===== config.mk =====
export PLATFORM = sky130hd
export DESIGN_NAME = xml_element_delimiter
export DESIGN_NICKNAME = d
export VERILOG_FILES = /design/src/rtl/xed_pkg.sv /design/src/rtl/xml_element_delimiter.sv /design/src/rtl/xed_prefix_classify.sv
export SDC_FILE = /design/constraint.sdc
export NUM_CORES = 1
export LEC_CHECK = 0
export BUFFER_PORTS_ARGS = -buffer_cell sky130_fd_sc_hd__buf_2
export CORE_MARGIN = 5
export CORE_UTILIZATION = 40
export CTS_CLUSTER_SIZE = 8
export DETAILED_ROUTE_END_ITERATION = 10
export PLACE_DENSITY = 0.66
export SETUP_SLACK_MARGIN = 0.4
export SYNTH_ARGS = -nofsm -noshare
export SYNTH_HDL_FRONTEND = slang
export SYNTH_HIERARCHICAL = 1
export SYNTH_SLANG_ARGS = --single-unit

===== constraint.sdc =====
create_clock -name clock -period 10.8 [get_ports clock]
set_input_delay 1.62 -clock clock [delete_from_list [all_inputs] [get_ports clock]]
set_output_delay 1.62 -clock clock [all_outputs]
set_load 0.05 [all_outputs]

===== src/rtl/xed_pkg.sv =====
`timescale 1ns / 1ps
// ----------------------------------------------------------------------------
// xed_pkg
// shared types, character codes and prefix patterns for the xml element
// delimiter
// ----------------------------------------------------------------------------
package xed_pkg;

   localparam int BRACKET_BITS_DEFAULT = 8;
   localparam int LINE_BITS_DEFAULT    = 32;

   localparam int OFFSET_BITS = 4;

   localparam logic [OFFSET_BITS-1:0] OFFSET_FIRST       = 4'd1;
   localparam logic [OFFSET_BITS-1:0] COMMENT_PREFIX_LEN = 4'd3;
   localparam logic [OFFSET_BITS-1:0] CDATA_PREFIX_LEN   = 4'd8;
   localparam logic [OFFSET_BITS-1:0] DOCTYPE_PREFIX_LEN = 4'd8;
   localparam logic [OFFSET_BITS-1:0] DOCTYPE_SEP_OFFSET = 4'd9;
   localparam logic [OFFSET_BITS-1:0] COMMENT_END_OFFSET = 4'd7;
   localparam logic [OFFSET_BITS-1:0] CDATA_END_OFFSET   = 4'd12;
   localparam logic [OFFSET_BITS-1:0] OFFSET_MAX         = 4'd15;

   localparam logic [7:0] CHAR_LT     = 8'h3C;
   localparam logic [7:0] CHAR_GT     = 8'h3E;
   localparam logic [7:0] CHAR_LBRACK = 8'h5B;
   localparam logic [7:0] CHAR_RBRACK = 8'h5D;
   localparam logic [7:0] CHAR_DASH   = 8'h2D;
   localparam logic [7:0] CHAR_BANG   = 8'h21;
   localparam logic [7:0] CHAR_SPACE  = 8'h20;
   localparam logic [7:0] CHAR_TAB    = 8'h09;
   localparam logic [7:0] CHAR_LF     = 8'h0A;
   localparam logic [7:0] CHAR_CR     = 8'h0D;
   localparam logic [7:0] CHAR_LOWER_A = 8'h61;
   localparam logic [7:0] CHAR_LOWER_Z = 8'h7A;
   localparam logic [7:0] CASE_OFFSET  = 8'h20;

   // candidate bits of the prefix search
   localparam int CAND_COMMENT = 0;
   localparam int CAND_CDATA   = 1;
   localparam int CAND_DOCTYPE = 2;
   localparam logic [2:0] CAND_ALL = 3'b111;

   typedef enum logic [1:0] {
      CLASS_PLAIN   = 2'd0,
      CLASS_COMMENT = 2'd1,
      CLASS_CDATA   = 2'd2,
      CLASS_DOCTYPE = 2'd3
   } tag_class_type;

   typedef struct packed {
      logic [2:0]    alive;
      tag_class_type cls;
   } prefix_type;

   localparam prefix_type PREFIX_RESET = '{alive: CAND_ALL, cls: CLASS_PLAIN};

   function automatic logic [7:0] comment_char(input logic [OFFSET_BITS-1:0] k);
      logic [7:0] c;
      c = CHAR_DASH;
      if (k == OFFSET_FIRST) begin
         c = CHAR_BANG;
      end
      return c;
   endfunction

   // "![CDATA[" at offsets 1 to 8
   function automatic logic [7:0] cdata_char(input logic [OFFSET_BITS-1:0] k);
      logic [7:0] c;
      case (k)
         4'd1:    c = CHAR_BANG;
         4'd2:    c = CHAR_LBRACK;
         4'd3:    c = 8'h43;
         4'd4:    c = 8'h44;
         4'd5:    c = 8'h41;
         4'd6:    c = 8'h54;
         4'd7:    c = 8'h41;
         default: c = CHAR_LBRACK;
      endcase
      return c;
   endfunction

   // "!DOCTYPE" at offsets 1 to 8, upper case
   function automatic logic [7:0] doctype_char(input logic [OFFSET_BITS-1:0] k);
      logic [7:0] c;
      case (k)
         4'd1:    c = CHAR_BANG;
         4'd2:    c = 8'h44;
         4'd3:    c = 8'h4F;
         4'd4:    c = 8'h43;
         4'd5:    c = 8'h54;
         4'd6:    c = 8'h59;
         4'd7:    c = 8'h50;
         default: c = 8'h45;
      endcase
      return c;
   endfunction

   function automatic logic [7:0] to_upper(input logic [7:0] c);
      logic [7:0] u;
      u = c;
      if (c >= CHAR_LOWER_A && c <= CHAR_LOWER_Z) begin
         u = c - CASE_OFFSET;
      end
      return u;
   endfunction

   function automatic logic is_c_space(input logic [7:0] c);
      return (c == CHAR_SPACE) || (c >= CHAR_TAB && c <= CHAR_CR);
   endfunction

   function automatic logic is_xml_blank(input logic [7:0] c);
      return (c == CHAR_SPACE) || (c == CHAR_TAB) || (c == CHAR_CR) || (c == CHAR_LF);
   endfunction

endpackage


===== src/rtl/xml_element_delimiter.sv =====
`timescale 1ns / 1ps
// ----------------------------------------------------------------------------
// xml_element_delimiter
// Splits an XML byte stream into literal text and tags, one byte per
// transaction and one result per byte. A '<' in literal text opens a tag and
// reports the non-blank byte count of the literal it closes. Tags are classed
// from their prefix as plain, comment, CDATA or DOCTYPE (case-insensitive)
// and the byte that ends the tag is flagged; DOCTYPE tracks square-bracket
// depth, saturating at 2^BRACKET_BITS-1. Every LF advances a line counter of
// LINE_BITS bits that saturates at its maximum; the low 32 bits are reported.
// The tokenizer state and the result register are updated at the edge that
// accepts the byte, so a byte can be accepted every cycle unless req_stall is
// high, and its result is valid in the next cycle. The result register holds
// while rsp_stall is high, and req_stall is raised only when that register
// is full and stalled.
// ----------------------------------------------------------------------------
module xml_element_delimiter #(
   parameter int BRACKET_BITS = xed_pkg::BRACKET_BITS_DEFAULT,
   parameter int LINE_BITS    = xed_pkg::LINE_BITS_DEFAULT
) (
   input  logic        clock,
   input  logic        reset,

   input  logic        req_valid,
   output logic        req_stall,
   input  logic [7:0]  req_data_byte,

   output logic        rsp_valid,
   input  logic        rsp_stall,
   output logic        rsp_inside_tag,
   output logic        rsp_tag_end,
   output logic [1:0]  rsp_tag_class,
   output logic        rsp_literal_end,
   output logic [15:0] rsp_literal_nonblank,
   output logic [31:0] rsp_line_number
);

   localparam int OB = xed_pkg::OFFSET_BITS;

   // tokenizer state
   logic                    tag_mode_ff, tag_mode_in;
   logic [OB-1:0]           tag_offset_ff, tag_offset_in;
   xed_pkg::prefix_type     prefix_ff, prefix_in;
   logic [7:0]              prev1_ff, prev1_in;     // last tag byte
   logic [7:0]              prev2_ff, prev2_in;     // the one before it
   logic [BRACKET_BITS-1:0] bracket_ff, bracket_in;
   logic [15:0]             nonblank_ff, nonblank_in;
   logic [LINE_BITS-1:0]    line_ff, line_in;

   // result register
   logic        rsp_valid_ff, rsp_valid_in;
   logic        inside_ff, inside_in;
   logic        end_ff, end_in;
   logic [1:0]  class_ff, class_in;
   logic        lend_ff, lend_in;
   logic [15:0] lcount_ff, lcount_in;
   logic [31:0] line_out_ff;

   logic                   accept;
   logic                   ends;
   xed_pkg::prefix_type    prefix_upd;
   xed_pkg::tag_class_type cls;

   // result register frees up when empty or when its transaction is taken
   assign req_stall = rsp_valid_ff && rsp_stall;
   assign accept    = req_valid && !req_stall;

   xed_prefix_classify u_classify (
      .offset      (tag_offset_ff),
      .data_byte   (req_data_byte),
      .prefix_cur  (prefix_ff),
      .prefix_next (prefix_upd)
   );

   assign cls = prefix_upd.cls;

   always_comb begin
      tag_mode_in   = tag_mode_ff;
      tag_offset_in = tag_offset_ff;
      prefix_in     = prefix_ff;
      prev1_in      = prev1_ff;
      prev2_in      = prev2_ff;
      bracket_in    = bracket_ff;
      nonblank_in   = nonblank_ff;
      line_in       = line_ff;
      inside_in     = 1'b0;
      end_in        = 1'b0;
      class_in      = 2'(xed_pkg::CLASS_PLAIN);
      lend_in       = 1'b0;
      lcount_in     = '0;
      ends          = 1'b0;

      if (!tag_mode_ff) begin
         if (req_data_byte == xed_pkg::CHAR_LT) begin
            // literal closes, tag opens with the '<' at offset 0
            inside_in     = 1'b1;
            lend_in       = (nonblank_ff != '0);
            lcount_in     = nonblank_ff;
            nonblank_in   = '0;
            tag_mode_in   = 1'b1;
            tag_offset_in = xed_pkg::OFFSET_FIRST;
            prefix_in     = xed_pkg::PREFIX_RESET;
            prev1_in      = req_data_byte;
            prev2_in      = '0;
            bracket_in    = '0;
         end else if (!xed_pkg::is_xml_blank(req_data_byte) && nonblank_ff != '1) begin
            nonblank_in = nonblank_ff + 16'd1;
         end
      end else begin
         if (req_data_byte == xed_pkg::CHAR_GT) begin
            unique case (cls)
               xed_pkg::CLASS_PLAIN:   ends = 1'b1;
               xed_pkg::CLASS_COMMENT: ends = tag_offset_ff >= xed_pkg::COMMENT_END_OFFSET &&
                                              prev1_ff == xed_pkg::CHAR_DASH &&
                                              prev2_ff == xed_pkg::CHAR_DASH;
               xed_pkg::CLASS_CDATA:   ends = tag_offset_ff >= xed_pkg::CDATA_END_OFFSET &&
                                              prev1_ff == xed_pkg::CHAR_RBRACK &&
                                              prev2_ff == xed_pkg::CHAR_RBRACK;
               xed_pkg::CLASS_DOCTYPE: ends = (bracket_ff == '0);
               default:                ends = 1'b1;
            endcase
         end else if (cls == xed_pkg::CLASS_DOCTYPE) begin
            // internal subset depth, saturating at both ends
            if (req_data_byte == xed_pkg::CHAR_LBRACK && bracket_ff != '1) begin
               bracket_in = bracket_ff + 1'b1;
            end else if (req_data_byte == xed_pkg::CHAR_RBRACK && bracket_ff != '0) begin
               bracket_in = bracket_ff - 1'b1;
            end
         end

         inside_in = 1'b1;
         class_in  = 2'(cls);
         prefix_in = prefix_upd;
         prev2_in  = prev1_ff;
         prev1_in  = req_data_byte;
         if (tag_offset_ff != xed_pkg::OFFSET_MAX) begin
            tag_offset_in = tag_offset_ff + 1'b1;
         end

         if (ends) begin
            end_in        = 1'b1;
            tag_mode_in   = 1'b0;
            tag_offset_in = '0;
            prefix_in     = xed_pkg::PREFIX_RESET;
            prev1_in      = '0;
            prev2_in      = '0;
            bracket_in    = '0;
         end
      end

      // line counter runs in both modes
      if (req_data_byte == xed_pkg::CHAR_LF && line_ff != '1) begin
         line_in = line_ff + 1'b1;
      end
   end

   assign rsp_valid_in = accept || (rsp_valid_ff && rsp_stall);

   always_ff @(posedge clock) begin
      if (reset) begin
         tag_mode_ff   <= 1'b0;
         tag_offset_ff <= '0;
         prefix_ff     <= xed_pkg::PREFIX_RESET;
         prev1_ff      <= '0;
         prev2_ff      <= '0;
         bracket_ff    <= '0;
         nonblank_ff   <= '0;
         line_ff       <= LINE_BITS'(1);
         rsp_valid_ff  <= 1'b0;
      end else begin
         rsp_valid_ff <= rsp_valid_in;
         if (accept) begin
            tag_mode_ff   <= tag_mode_in;
            tag_offset_ff <= tag_offset_in;
            prefix_ff     <= prefix_in;
            prev1_ff      <= prev1_in;
            prev2_ff      <= prev2_in;
            bracket_ff    <= bracket_in;
            nonblank_ff   <= nonblank_in;
            line_ff       <= line_in;
         end
      end
   end

   // payload of the result register, loaded with each accepted byte
   always_ff @(posedge clock) begin
      if (accept) begin
         inside_ff   <= inside_in;
         end_ff      <= end_in;
         class_ff    <= class_in;
         lend_ff     <= lend_in;
         lcount_ff   <= lcount_in;
         line_out_ff <= 32'(line_in);
      end
   end

   assign rsp_valid            = rsp_valid_ff;
   assign rsp_inside_tag       = inside_ff;
   assign rsp_tag_end          = end_ff;
   assign rsp_tag_class        = class_ff;
   assign rsp_literal_end      = lend_ff;
   assign rsp_literal_nonblank = lcount_ff;
   assign rsp_line_number      = line_out_ff;

endmodule


===== src/rtl/xed_prefix_classify.sv =====
`timescale 1ns / 1ps
// ----------------------------------------------------------------------------
// xed_prefix_classify
// narrows the candidate tag prefixes by one byte and settles the tag class
// ----------------------------------------------------------------------------
module xed_prefix_classify (
   input  logic [xed_pkg::OFFSET_BITS-1:0] offset,
   input  logic [7:0]                      data_byte,
   input  xed_pkg::prefix_type             prefix_cur,
   output xed_pkg::prefix_type             prefix_next
);

   logic [2:0]             alive;
   xed_pkg::tag_class_type cls;

   always_comb begin
      alive = prefix_cur.alive;
      cls   = prefix_cur.cls;

      if (alive[xed_pkg::CAND_COMMENT] && offset >= xed_pkg::OFFSET_FIRST &&
          offset <= xed_pkg::COMMENT_PREFIX_LEN) begin
         if (data_byte != xed_pkg::comment_char(offset)) begin
            alive[xed_pkg::CAND_COMMENT] = 1'b0;
         end else if (offset == xed_pkg::COMMENT_PREFIX_LEN) begin
            cls   = xed_pkg::CLASS_COMMENT;
            alive = '0;
         end
      end

      if (alive[xed_pkg::CAND_CDATA] && offset >= xed_pkg::OFFSET_FIRST &&
          offset <= xed_pkg::CDATA_PREFIX_LEN) begin
         if (data_byte != xed_pkg::cdata_char(offset)) begin
            alive[xed_pkg::CAND_CDATA] = 1'b0;
         end else if (offset == xed_pkg::CDATA_PREFIX_LEN) begin
            cls   = xed_pkg::CLASS_CDATA;
            alive = '0;
         end
      end

      if (alive[xed_pkg::CAND_DOCTYPE] && offset >= xed_pkg::OFFSET_FIRST) begin
         if (offset <= xed_pkg::DOCTYPE_PREFIX_LEN) begin
            if (xed_pkg::to_upper(data_byte) != xed_pkg::doctype_char(offset)) begin
               alive[xed_pkg::CAND_DOCTYPE] = 1'b0;
            end
         end else begin
            // keyword must be followed by white space or the closing bracket
            if (xed_pkg::is_c_space(data_byte) || data_byte == xed_pkg::CHAR_GT) begin
               cls = xed_pkg::CLASS_DOCTYPE;
            end
            alive = '0;
         end
      end

      if (offset >= xed_pkg::DOCTYPE_SEP_OFFSET) begin
         alive = '0;
      end

      prefix_next.alive = alive;
      prefix_next.cls   = cls;
   end

endmodule

==> Word-level counts from Yosys, hierarchy flattened <==
Index checks and enable logic that the tools add are counted.
{ "totals": {"in_bits": 12, "elab_cells": 167, "regBits": 136, "output_inout_bits": 55} }
{ "op_classes": {"bitwise_logic": 2, "add_sub_neg": 6, "mux": 62, "n_lt_le_gt_ge": 10, "n_eq_ne": 34, "n_reduce_logical": 37} }
{ "op_table": {"columns": ["operator", "count"], "rows": [
  ["$mux 8", 19],
  ["$pmux 7 s7", 1],
  ["$eq 8x6->1 const B", 5],
  ["$pmux 7 s5", 1],
  ["$add 32x1->32 const B", 1],
  ["$eq 8x7->1 const B", 4],
  ["$mux 16", 2],
  ["$mux 32", 1],
  ["$ne 32x32->1 const B", 1],
  ["$eq 8x4->1 const B", 3],
  ["$ne 8x8->1", 3],
  ["$mux 2", 11],
  ["$mux 4", 5],
  ["$mux 3", 6],
  ["$logic_and 1x1->1", 17],
  ["$add 16x1->16 const B", 1],
  ["$eq 4x3->1 const B", 4],
  ["$ne 16x16->1 const B", 1],
  ["$reduce_bool 16->1", 1],
  ["$mux 5", 3],
  ["$mux 1", 12],
  ["$add 8x1->8 const B", 1],
  ["$eq 4x2->1 const B", 2],
  ["$ge 4x4->1 const B", 2],
  ["other kinds (32)", 44]
]} }

==> Depth between registers and ports, before layout <==
Gate-level depths: netlist of run 1.
{ "logic_depth": {"word_depth": 22, "depth_mapped": 15, "mapped_depth_nobuf": 12} }

==> Cells and area by module <==
Netlist of run 1, hierarchy kept.
{ "modules_own_cells": {"columns": ["mod", "cells_each", "area_each_um2", "n_inst", "seq_area_each_um2"], "rows": [
  ["xml_element_delimiter", 706, 6754.0, 1, 3253.1],
  ["xed_prefix_classify", 114, 711.9, 1, 0.0]
]} }

==> Least setup slack after synthesis of run 1 <==
No wires, ideal clock.
{ "synth_timing": {"path_type": "input -> register", "start": "input port rsp_stall", "end": "register prev1_ff[1]", "n_path_buf": 4, "setup_ns": 0.132, "stages": 10, "required_ns": 10.668, "slack_ns": 5.678, "arrival_time_ns": 4.990, "cell_sequence": "and2_1 > nand2b_1 > clkbuf_1 > inv_2 > clkbuf_1 > o21ai_0 > clkbuf_1 > clkbuf_1 > nand2_1 > a21oi_1"} }
{ "synth_between": {"elab_chain_cells": 4} }
{ "synth_lines": {"columns": ["item", "line_no", "rtl"], "rows": [
  ["start: declaration", "xml_element_delimiter.sv:29", "input logic rsp_stall,"],
  ["$logic_and 1x1->1", "xml_element_delimiter.sv:65", "assign req_stall = rsp_valid_ff && rsp_stall;"],
  ["$logic_not 1->1", "xml_element_delimiter.sv:66", "assign accept = req_valid && !req_stall;"],
  ["$logic_and 1x1->1", "xml_element_delimiter.sv:66", null],
  ["net accept", "xml_element_delimiter.sv:59", "logic accept;"],
  ["$reduce_and 2->1 (no line)", null, null],
  ["end signal: assignment", "xml_element_delimiter.sv:176", "prev1_ff <= prev1_in;"],
  ["end: declaration", "xml_element_delimiter.sv:44", "logic [7:0] prev1_ff, prev1_in;"]
]} }
The timed path passes the listed nets, and every way through them passes these cells.
A chain may end at the register's enable or synchronous reset.

==> key figures, run 1 <==
Timing
  – Tcrit/Tclk final: 42.5%
  – Crit path time final: 4.59 ns
  – Fin Clk Skew: 0.0103 ns
  – Worst-margin pin slew: 1.19 ns
  – Slew Limit Fails: 0
  – Relative slew margins: 20.8%
  – FMAX: 218 MHz
  – Setup TNS: 0 ns
  – Fin. Hold Viols: 0
  – Final setup viols: 0
  – RSZ-0062 raised after global routing: false
  – Hold Worst Slack: 0.451 ns

Run status
  – Status: finished clean

Floorplanning
  – Row count: 50
  – Die height: 147 um
  – Die width: 147 um
  – Ports: 67
  – Initial Util: 40.3%
  – Core area: 18500 um^2
  – Die ar.: 21500 um^2

Clock tree
  – Number of cells upsized or downsized after cts: 0
  – Cts bufs inserted: 17
  – Hold buffer count at CTS: 0
  – Worst-Skew Late Latency: 0.42 ns
  – # clock sinks: 136
  – # Post-CTS Setup Buffers: 0
  – CTS H-tree lvls: 4
  – TritonCTS clock tree: built
  – Clock Tree Root: clkbuf_16
  – Max clock buf depth: 2
  – Reg clk slew, reported paths: 0.06 ns

Yosys
  – Yosys warns: 6
  – Syn_nets: 845
  – Mapped Area: 7470 um^2
  – Flops & latches, synth: 136
  – Asr flop ratio synth: 0%
  – Mapped Avg Cell Area: 9.10 um^2
  – Yosys top cell by area: dfxtp_1
  – Count leader, synth: dfxtp_1
  – Most instantiated cells after synthesis: dfxtp_1 (83), nand2_1 (73), nor2_1 (64)
  – Ranking of synthesized cells by area: dfxtp_1 (22%), edfxtp_1 (21%), nand2_1 (3.7%)
  – Post-synth EDFFs: 53
  – Distinct cell type count of the synthesized netlist: 77
  – Post-synthesis sequential area ratio: 43.6%
  – Gate count after technology mapping: 820
  – Top FF cell, synth: dfxtp_1
  – Post-synth top area share: 22.3%

Route
  – Routed Antenna Nets: 0
  – WL per Instance: 15.6 um
  – Via count: 6215
  – Initial drt markers: 443
  – 1st-pass router iterations: 5
  – Post-Route WL: 17400 um
  – DR vias/cell: 5.59
  – DRC viols: 0

Cells and area
  – Filler Cell Count: 1748
  – # diodes: 0
  – Layout cells sized above 1: 15.3%
  – Final cell count without fillers: 1112
  – Layout area overhead: 14.5%
  – Nets: 890

GRT
  – GR Util All Layers: 16.3%
  – Met1 GRT Util: 22.7%
  – Initial antenna violation count: 0
  – Largest net degree at the start of global routing: 65
  – Grt total ovfl: 0
  – Global-route wire length before repair: 28900 um
  – Met3 Use GR: 3.17%
  – GR Util met2: 24.9%
  – Vias in the first global route: 5771
  – Global route hottest layer: met2

Place
  – Port Buffers: 66
  – Cells after DPL: 1080
  – Gpl congestion: 0.886
  – HPWL Detailed: 11600 um

Setup path
  – FF-to-FF End: bracket_ff[0]
  – Crit. Startpoint: req_data_byte[1]
  – Crit path to: bracket_ff[0]
  – Worst Path Required: 11.11 ns
  – Max FO, Critical Path: 22
  – Crit Path Class: input pin to register
  – RR Startpoint: tag_offset_ff[3]
  – Crit path launch type: input pin
  – Crit end category: register
  – Reg2reg setup slack: 6.73 ns
  – Crit path arrival time: 4.91 ns
  – R2r worst-path depth: 11

Power and ir drop
  – Leak: 0.00307 uW
  – Worst vdd ir: 0.0965 mV
  – Power density over cell area: 145 nW/um^2

Worst hold path
  – Worst Hold Launch: prev2_ff[3]
  – Min-Delay Path Class: register to register

Run
  – Max-Cap Viols: 0
-- report_power, final --
part	internal [uW]	switching (uW)	leakage (uW)
clock	392	220	0.000294
sequential	543	3.14	0.00120
combinational	16.4	67.5	0.00158
total	951	290	0.00307
-- metal layers --
| metal | share of wire (%) | vias to the layer above |
|---|---|---|
| met5 | 0 | - |
| li1 | - | 3119 |
| met1 | 49 | 2911 |
| met2 | 45 | 161 |
| met3 | 4.6 | 24 |
| met4 | 1.6 | 0 |
-- area by class of cell --
class	instances	area, um^2	share of cell area, %
Tap cell	234	293	3.43
Sequential cell	136	3250	38.1
Clock inverter	12	174	2.04
Multi-Input combinational cell	610	3890	45.5
Inverter	26	97.6	1.14
Timing Repair Buffer	74	390	4.57
Clock buffer	20	447	5.23
-- worst min path at each step --
stage,to,slack (ns),cells past startpoint
2_1_floorplan,prefix_ff[0],0.43,2
3_3_place_gp,prev2_ff[0],0.44,2
3_5_place_dp,prev2_ff[0],0.45,2
4_1_cts,prev2_ff[3],0.45,2
5_1_grt,prev2_ff[0],0.47,2
6_report,prev2_ff[3],0.45,2
-- logic make-up (layout without fill, tap and decap cells) --
group,count (synthesis),in the layout,share of synthesized area (%)
AND/OR/NAND/NOR,383,383,28.9
AO/OA/AOI/OAI,151,151,13.1
flip-flops,136,136,43.6
buffers and inverters,74,132,4.41
XOR/XNOR,52,52,6.10
adder cells (fa/ha/maj),13,13,2.28
multiplexers,11,11,1.59
-- critical path, stage by stage --
cell	delay, ns
buf_2	0.20
or3_1	0.41
nand4_1	0.09
o21ai_0	0.09
o21ai_1	0.17
nand3_1	0.19
or4b_1	0.52
o41a_1	0.43
a2111oi_4	0.39
nor2_2	0.25
and4_4	0.27
mux2_2	0.25
-- cell usage in the layout (no fill, tap or decap), types with 5 or more instances in the layout --
cell type,count
a211oi_1,6
a21oi_1,53
a22o_1,5
a31oi_1,10
and2_1,20
and3_1,10
and4_1,5
and4b_1,5
buf_2,66
buf_4,8
clkbuf_16,17
dfxtp_1,83
edfxtp_1,53
ha_1,12
inv_1,24
mux2i_1,7
nand2_1,73
nand2b_1,12
nand3_1,45
nand4_1,24
nor2_1,64
nor2b_1,5
nor3_1,32
nor3b_1,7
nor4_1,17
o21a_1,7
o21ai_0,21
o22ai_1,5
o31ai_1,11
or3_1,15
or4_1,11
xnor2_1,30
xor2_1,22
-- registers in the layout (all words and copies together) (netlist names), 5 cells and up --
signal,flops
prev2_ff,8
prev1_ff,8
rsp_literal_nonblank,16
bracket_ff,8
line_ff,32
nonblank_ff,16
rsp_line_number,32
prefix_ff,5
-- per-stage QoR --
step / setup slack [ns] / power [uW] / util [%] / cell area [um^2]
5_1_grt: 5.97 / 1280 / 46.1 / 8550
6_report: 6.21 / 1240 / 46.1 / 8550
3_5_place_dp: 5.78 / 641 / 42.8 / 7930
2_1_floorplan: 5.68 / 619 / - / 7470
3_3_place_gp: 5.86 / 640 / 42.8 / 7930
4_1_cts: 6.22 / 1250 / 46.1 / 8550
(Power assumes the default switching activity.)
==> run 2: changes to the inputs <==
- ABC_AREA: not set -> 1
- PLACE_DENSITY: 0.66 -> 0.68
- clock period: 10.8 -> 4 ns (I/O delays scaled with it)
==> run 2 against run 1 <==
Sequential power rose to 2.8 times the previous value. Flip-flop and latch count unchanged. Die area up 5.2%. Combinational power rose to 4.6 times the previous value. Largest cell class unchanged. Highest routed layer unchanged.
==> key figures, run 2 <==
Setup path
  – CP top delay family: simple AND/OR/NAND/NOR gates (unchanged)
  – Crit Path Class: register to register (was input pin to register)
  – Slowest stage cell, crit path: dfxtp_1 (was or4b_1)
  – Crit path arrival time: 3.42 ns (was 4.91 ns)
  – Most Frequent Cell on Critical Path: nand2_1
  – Buffers and inverters on the worst path: 4 (was 1)
  – Crit end category: register (unchanged)
  – Max FO, Critical Path: 7 (was 22)
  – RR Startpoint: tag_offset_ff[2] (was tag_offset_ff[3])
  – Worst Path Required: 4.30 ns (was 11.11 ns)
  – FF-to-FF End: prev1_ff[5] (was bracket_ff[0])
  – Max stage delay on crit path: 0.36 ns (was 0.52 ns)
  – Crit path launch type: register (was input pin)
  – Total stage count of the critical path: 21 (was 12)
  – R2r worst-path depth: 21 (was 11)
  – Crit path cell chain: buf_4, nor2_2, nand2_1, nor2_1, nand3_2, nand2_1, nor2_1, nand2_1, nand2_1, o21ai_1, nand2_1, inv_1, nand2_1, nand2_1, clkinv_1, nand2_1, nand2_2, inv_1, nand2_1, nand3_1, a21oi_1 (was buf_2, or3_1, nand4_1, o21ai_0, o21ai_1, nand3_1, or4b_1, o41a_1, a2111oi_4, nor2_2, and4_4, mux2_2)
  – Reg2reg setup slack: 0.88 ns (was 6.73 ns)

Cells and area
  – Layout cells sized above 1: 12.3% (was 15.3%)
  – # diodes: 0 (unchanged)
  – Nets: 1196 (was 890)
  – Final Util: 46.7% (was 46.1%)
  – Layout area overhead: 15.1% (was 14.5%)
  – Commonest non-fill, non-tap cell in the layout: nand2_1 (was dfxtp_1)
  – Final cell count without fillers: 1449 (was 1112)
  – Filler Cell Count: 1967 (was 1748)
  – Area of the multi-input gates: 3870 um^2 (was 3890 um^2)
  – Commonest non-fill, non-tap cells in the layout: nand2_1 (254), inv_1 (150), nor2_1 (117) (was dfxtp_1 (83), nand2_1 (73), buf_2 (66))
  – Reg area: 3250 um^2 (unchanged)

Power and ir drop
  – Total power: 3560 uW (was 1240 uW)
  – Power density over cell area: 393 nW/um^2 (was 145 nW/um^2)
  – Leak: 0.00395 uW (was 0.00307 uW)
  – Worst vdd ir: 0.295 mV (was 0.0965 mV)

Timing
  – PnR worst setup slack: 0.882 ns (was 6.21 ns)
  – Slew Limit Fails: 0 (unchanged)
  – Fin. Hold Viols: 0 (unchanged)
  – Setup TNS: 0 ns (unchanged)
  – Worst-margin pin slew: 0.801 ns (was 1.19 ns)
  – Final setup viols: 0 (unchanged)
  – Crit path time final: 3.12 ns
  – RSZ-0062 raised after global routing: false (unchanged)
  – Fin Clk Skew: 0.00937 ns (was 0.0103 ns)
  – FMAX: 321 MHz
  – Tcrit/Tclk final: 77.9%
  – Relative slew margins: 46.6% (was 20.8%)

Worst hold path
  – Hold path endpoint: rsp_valid (was prev2_ff[3])
  – WHS Path Cells: 3 (was 2)
  – Worst Hold Launch: rsp_stall (was prev2_ff[3])
  – Min-Delay Path Class: input pin to register (was register to register)

Floorplanning
  – Row count: 51 (was 50)
  – Core area: 19400 um^2 (was 18500 um^2)
  – Ports: 67 (unchanged)
  – Die height: 150 um (was 147 um)
  – Die width: 150 um (was 147 um)
  – Initial Util: 40.6% (was 40.3%)
  – Die ar.: 22600 um^2 (was 21500 um^2)

Clock tree
  – Worst-Skew Late Latency: 0.42 ns (about the same)
  – Reg clk slew, reported paths: 0.06 ns (about the same)
  – Cts bufs inserted: 17 (unchanged)
  – # Post-CTS Setup Buffers: 0 (unchanged)
  – Clock Tree Root: clkbuf_16 (unchanged)
  – Max clock buf depth: 2 (unchanged)
  – TritonCTS clock tree: built (unchanged)
  – # clock sinks: 136 (unchanged)
  – CTS H-tree lvls: 4 (unchanged)

Yosys
  – Post-synthesis sequential area ratio: 41.3% (was 43.6%)
  – Mapped Avg Cell Area: 7.09 um^2 (was 9.10 um^2)
  – Yosys warns: 6 (unchanged)
  – Ranking of synthesized cells by area: dfxtp_1 (21%), edfxtp_1 (20%), nand2_1 (12%) (was dfxtp_1 (22%), edfxtp_1 (21%), nand2_1 (3.7%))
  – Count leader, synth: nand2_1 (was dfxtp_1)
  – Top FF cell, synth: dfxtp_1 (unchanged)
  – Distinct cell type count of the synthesized netlist: 38 (was 77)
  – Flops & latches, synth: 136 (unchanged)
  – Gate count after technology mapping: 1111 (was 820)
  – Syn_nets: 1136 (was 845)
  – Yosys top cell by area: dfxtp_1 (unchanged)
  – Post-synth top area share: 21.1% (was 22.3%)
  – Post-synth EDFFs: 53 (unchanged)
  – Asr flop ratio synth: 0% (unchanged)
  – Mapped Area: 7880 um^2 (was 7470 um^2)
  – Most instantiated cells after synthesis: nand2_1 (255), inv_1 (151), nor2_1 (118) (was dfxtp_1 (83), nand2_1 (73), nor2_1 (64))

GRT
  – Grt total ovfl: 0 (unchanged)
  – GR Util All Layers: 17.6% (was 16.3%)
  – Vias in the first global route: 6466 (was 5771)
  – Initial antenna violation count: 0 (unchanged)
  – Largest net degree at the start of global routing: 66 (was 65)
  – Global-route wire length before repair: 32200 um (was 28900 um)

Place
  – HPWL Detailed: 13900 um (was 11600 um)
  – Cells after DPL: 1417 (was 1080)
  – Port Buffers: 66 (unchanged)
  – Place WS: 0.639 ns (was 5.78 ns)
  – Gpl congestion: 0.911 (was 0.886)

Route
  – Post-Route WL: 19500 um (was 17400 um)
  – Routed Antenna Nets: 0 (unchanged)
  – Initial drt markers: 559 (was 443)
  – DRC viols: 0 (unchanged)
  – 1st-pass router iterations: 8 (was 5)
  – DR vias/cell: 4.98 (was 5.59)
  – Via count: 7214 (was 6215)
  – WL per Instance: 13.5 um (was 15.6 um)

Run status
  – Status: finished clean (unchanged)

Run
  – Max-Cap Viols: 0 (unchanged)
==> run 2: changes by cell type after synthesis, sizes merged, moves of 33 or more <==
cell,before,now
nor2,65,126
a21oi,54,87
o21ai,24,66
nand3,47,101
inv,26,160
nand2,73,262
==> run 2: metal layers <==
layer	track usage, %	up-vias	share of wire (%)
li1	-	3765	-
met1	25.3	3245	49
met2	26.8	183	44
met3	2.98	21	5.3
met4	6.22	0	1.7
met5	0	-	0
==> run 2: through the flow <==
stage / area (um^2) / hold WS (ns)
after floorplan: 7880 / 0.444
after global placement: 8450 / 0.455
after detailed placement: 8450 / 0.455
after CTS: 9060 / 0.430
after global routing: 9070 / 0.480
final: 9070 / 0.444
==> run 2: worst max-delay path by stage <==
stage,start,end
after floorplan,req_data_byte[0],bracket_ff[3]
after global placement,req_data_byte[4],bracket_ff[3]
after detailed placement,req_data_byte[4],bracket_ff[3]
after CTS,tag_offset_ff[3],bracket_ff[3]
after global routing,tag_offset_ff[2],bracket_ff[2]
final,tag_offset_ff[2],prev1_ff[5]
==> run 2: kinds of logic after synthesis <==
kind of cell	synth area share (%)
AND/OR/NAND/NOR	32.3
buffers and inverters	9.89
AO/OA/AOI/OAI	10.7
flip-flops	41.3
XOR/XNOR	3.65
adder cells (fa/ha/maj)	2.16
==> run 2: worst register-to-register path: stages (launching register included) <==
cell and delay (ns):
dfxtp_1 0.36, buf_4 0.19, nor2_2 0.24, nand2_1 0.17
nor2_1 0.15, nand3_2 0.13, nand2_1 0.11, nor2_1 0.05
nand2_1 0.12, nand2_1 0.07, o21ai_1 0.26, nand2_1 0.12
inv_1 0.09, nand2_1 0.06, nand2_1 0.07, clkinv_1 0.05
nand2_1 0.07, nand2_2 0.10, inv_1 0.11, nand2_1 0.23
nand3_1 0.17, a21oi_1 0.07
==> run 2: layout make-up <==
type                       count  area share [%]
multi-input combinational    780            42.7
sequential                   136            35.9
inverter                     162            6.71
clock buffer                  17            4.69
timing repair buffer          74            4.31
tap                          265            3.66
clock inverter                15            2.10
==> run 2: repair_timing <==
item | CTS | global route
resized for setup | 0 | 2
endpoints found under the setup margin | 0 | 8
hold buffers | 0 | 0
endpoints found under the hold margin | 0 | 0
==> run 2: power by group <==
group          internal [uW]  switching (uW)
registers               1510            33.9
clock network            994             638
logic                   89.4             298
==> run 3: changes to the inputs <==
- clock period: 4 -> 2.57 ns (I/O delays scaled with it)
==> run 3 against run 2 <==
Critical path depth rose by 1. Combinational power increased by 66%. Non-clock buffer count up 63. Count of clock-buffer cells in the layout unchanged. First-iteration DRC count grew 14%. Final cell count up 4.3%. Via count up 6.6%. Die area is the same. Sequential share of layout area shrank 2.8 points. Utilization up 4.2 points. Highest routed layer unchanged.
==> key figures, run 3 (synthesis results as in run 2) <==
Floorplanning
  – Core area: 19400 um^2 (unchanged)
  – Die ar.: 22600 um^2 (unchanged)
  – Ports: 67 (unchanged)
  – Row count: 51 (unchanged)
  – Initial Util: 40.6% (unchanged)
  – Die height: 150 um (unchanged)
  – Die width: 150 um (unchanged)

Setup path
  – Crit path cell chain: inv_4, nor2_4, nand2_4, nand2_2, nand2_2, nor2_4, nand3_2, nor2_4, nand2_4, nand2_2, o21ai_4, nand2_2, inv_2, nand2_1, nand2_1, clkinv_2, nand2_4, nand2_8, nand2_8, a21oi_4, o21ai_1, nor2_1 (was buf_4, nor2_2, nand2_1, nor2_1, nand3_2, nand2_1, nor2_1, nand2_1, nand2_1, o21ai_1, nand2_1, inv_1, nand2_1, nand2_1, clkinv_1, nand2_1, nand2_2, inv_1, nand2_1, nand3_1, a21oi_1)
  – Crit path arrival time: 2.86 ns (was 3.42 ns)
  – Crit Path Class: register to register (unchanged)
  – CP top delay family: simple AND/OR/NAND/NOR gates (unchanged)
  – Slowest stage cell, crit path: dfxtp_4 (was dfxtp_1)
  – Most Frequent Cell on Critical Path: nand2_2 (was nand2_1)
  – Worst Path Required: 2.93 ns (was 4.30 ns)
  – Max FO, Critical Path: 7 (unchanged)
  – Total stage count of the critical path: 22 (was 21)
  – R2r worst-path depth: 22 (was 21)
  – Buffers and inverters on the worst path: 3 (was 4)
  – Max stage delay on crit path: 0.40 ns (was 0.36 ns)
  – Crit end category: register (unchanged)
  – Crit path launch type: register (unchanged)

Route
  – DRC viols: 0 (unchanged)
  – WL per Instance: 13.7 um (was 13.5 um)
  – DR vias/cell: 5.08 (was 4.98)
  – Routed Antenna Nets: 0 (unchanged)
  – Via count: 7688 (was 7214)
  – Initial drt markers: 636 (was 559)
  – 1st-pass router iterations: 8 (unchanged)
  – Post-Route WL: 20700 um (was 19500 um)

Cells and area
  – Commonest non-fill, non-tap cell in the layout: nand2_1 (unchanged)
  – Filler Cell Count: 1862 (was 1967)
  – Fin area: 9880 um^2 (was 9070 um^2)
  – # diodes: 0 (unchanged)
  – Layout area overhead: 25.4% (was 15.1%)
  – Layout cells sized above 1: 21.6% (was 12.3%)
  – Commonest non-fill, non-tap cells in the layout: nand2_1 (230), inv_1 (143), nor2_1 (107) (was nand2_1 (254), inv_1 (150), nor2_1 (117))
  – Final Util: 50.9% (was 46.7%)
  – Nets: 1259 (was 1196)
  – Final cell count without fillers: 1512 (was 1449)

Clock tree
  – Clock Tree Root: clkbuf_16 (unchanged)
  – Cts bufs inserted: 17 (unchanged)
  – Hold buffer count at CTS: 0 (unchanged)
  – Max clock buf depth: 2 (unchanged)
  – TritonCTS clock tree: built (unchanged)
  – Worst-Skew Late Latency: 0.43 ns (was 0.42 ns)
  – Reg clk slew, reported paths: 0.06 ns (about the same)
  – # clock sinks: 136 (unchanged)
  – CTS H-tree lvls: 4 (unchanged)

GRT
  – Vias in the first global route: 6933 (was 6466)
  – Initial antenna violation count: 0 (unchanged)
  – Grt total ovfl: 0 (unchanged)
  – GR Util All Layers: 18.4% (was 17.6%)
  – Largest net degree at the start of global routing: 66 (unchanged)
  – Global-route wire length before repair: 33600 um (was 32200 um)

Power and ir drop
  – Leak: 0.00431 uW (was 0.00395 uW)
  – Worst vdd ir: 0.394 mV (was 0.295 mV)
  – Power density over cell area: 539 nW/um^2 (was 393 nW/um^2)

Timing
  – Worst-margin pin slew: 0.658 ns (was 0.801 ns)
  – Hold Worst Slack: 0.221 ns (was 0.444 ns)
  – Crit path time final: 2.50 ns (was 3.12 ns)
  – RSZ-0062 raised after global routing: true (was false)
  – Fin. Hold Viols: 0 (unchanged)
  – FMAX: 400 MHz (was 321 MHz)
  – Fin Clk Skew: 0.0117 ns (was 0.00937 ns)
  – Relative slew margins: 55.8% (was 46.6%)
  – Final setup viols: 0 (unchanged)
  – Slew Limit Fails: 0 (unchanged)
  – Setup TNS: 0 ns (unchanged)
  – Tcrit/Tclk final: 97.3% (was 77.9%)

Worst hold path
  – WHS Path Cells: 3 (unchanged)
  – Min-Delay Path Class: input pin to register (unchanged)

Place
  – Gpl congestion: 0.927 (was 0.911)
  – Port Buffers: 66 (unchanged)
  – DP Area: 8840 um^2 (was 8450 um^2)
  – Cells after DPL: 1454 (was 1417)
  – HPWL Detailed: 14400 um (was 13900 um)

Run
  – Max-Cap Viols: 0 (unchanged)

Run status
  – Status: finished clean (unchanged)
run 3: changes by cell type in the layout (fill, tap and decap cells not counted), sizes merged:
| cell | before | now |
|---|---|---|
| buf | 74 | 137 |
| inv | 165 | 163 |
| clkinvlp | 2 | 6 |
| bufinv | 3 | 1 |
run 3: routing by layer:
metal	vias to the layer above	global-route usage, %	part of all wire (%)	wire (um)
met5	-	0	0	0
met4	0	6.50	1.8	378
met3	36	3.25	5.8	1210
met2	246	29.0	46	9460
met1	3502	25.4	47	9640
li1	3904	-	-	-
run 3: metrics by stage:
stage | worst slack (ns) | total power (uW)
2_1_floorplan | 0.328 | 2890
3_3_place_gp | -0.0639 | 3060
3_5_place_dp | -0.0988 | 3070
4_1_cts | 0.159 | 5350
5_1_grt | -0.110 | 5530
6_report | 0.0685 | 5330
run 3: area by class of cell:
cell class / instances / area, um^2 / area share [%]
Clock inverter: 15 / 128 / 1.29
Inverter: 162 / 622 / 6.29
Timing Repair Buffer: 137 / 928 / 9.40
Multi-Input combinational cell: 780 / 4180 / 42.3
Sequential cell: 136 / 3270 / 33.1
Clock buffer: 17 / 425 / 4.31
Tap cell: 265 / 332 / 3.36
run 3: path summary, 6_finish.rpt:
path / startpoint / end / slack, ns
setup / recovery: tag_offset_ff[0] / tag_offset_ff[1] / 0.07
hold / removal: rsp_stall / rsp_valid / 0.22
hold reg to reg: prev2_ff[0] / prev2_ff[0] / 0.46
setup reg to reg: tag_offset_ff[0] / tag_offset_ff[1] / 0.07
run 3: repair_timing:
| action | CTS | global route |
|---|---|---|
| endpoints found under the setup margin | 32 | 53 |
| resized for setup | 34 | 44 |
| pin swaps | 20 | 19 |
| setup buffers | 18 | 8 |
run 3: where the power goes:
part	switching [uW]	internal [uW]
clock network	966	1330
registers	53.7	2340
logic	478	165
run 3: tightest hold or removal path, delay by kind of cell:
| kind | cells | cell delay (ns) |
|---|---|---|
| and+or+nand+nor | 1 | 0.07 |
| AOI/OAI and AO/OA | 1 | 0.06 |
| buffers and inverters | 1 | 0.09 |
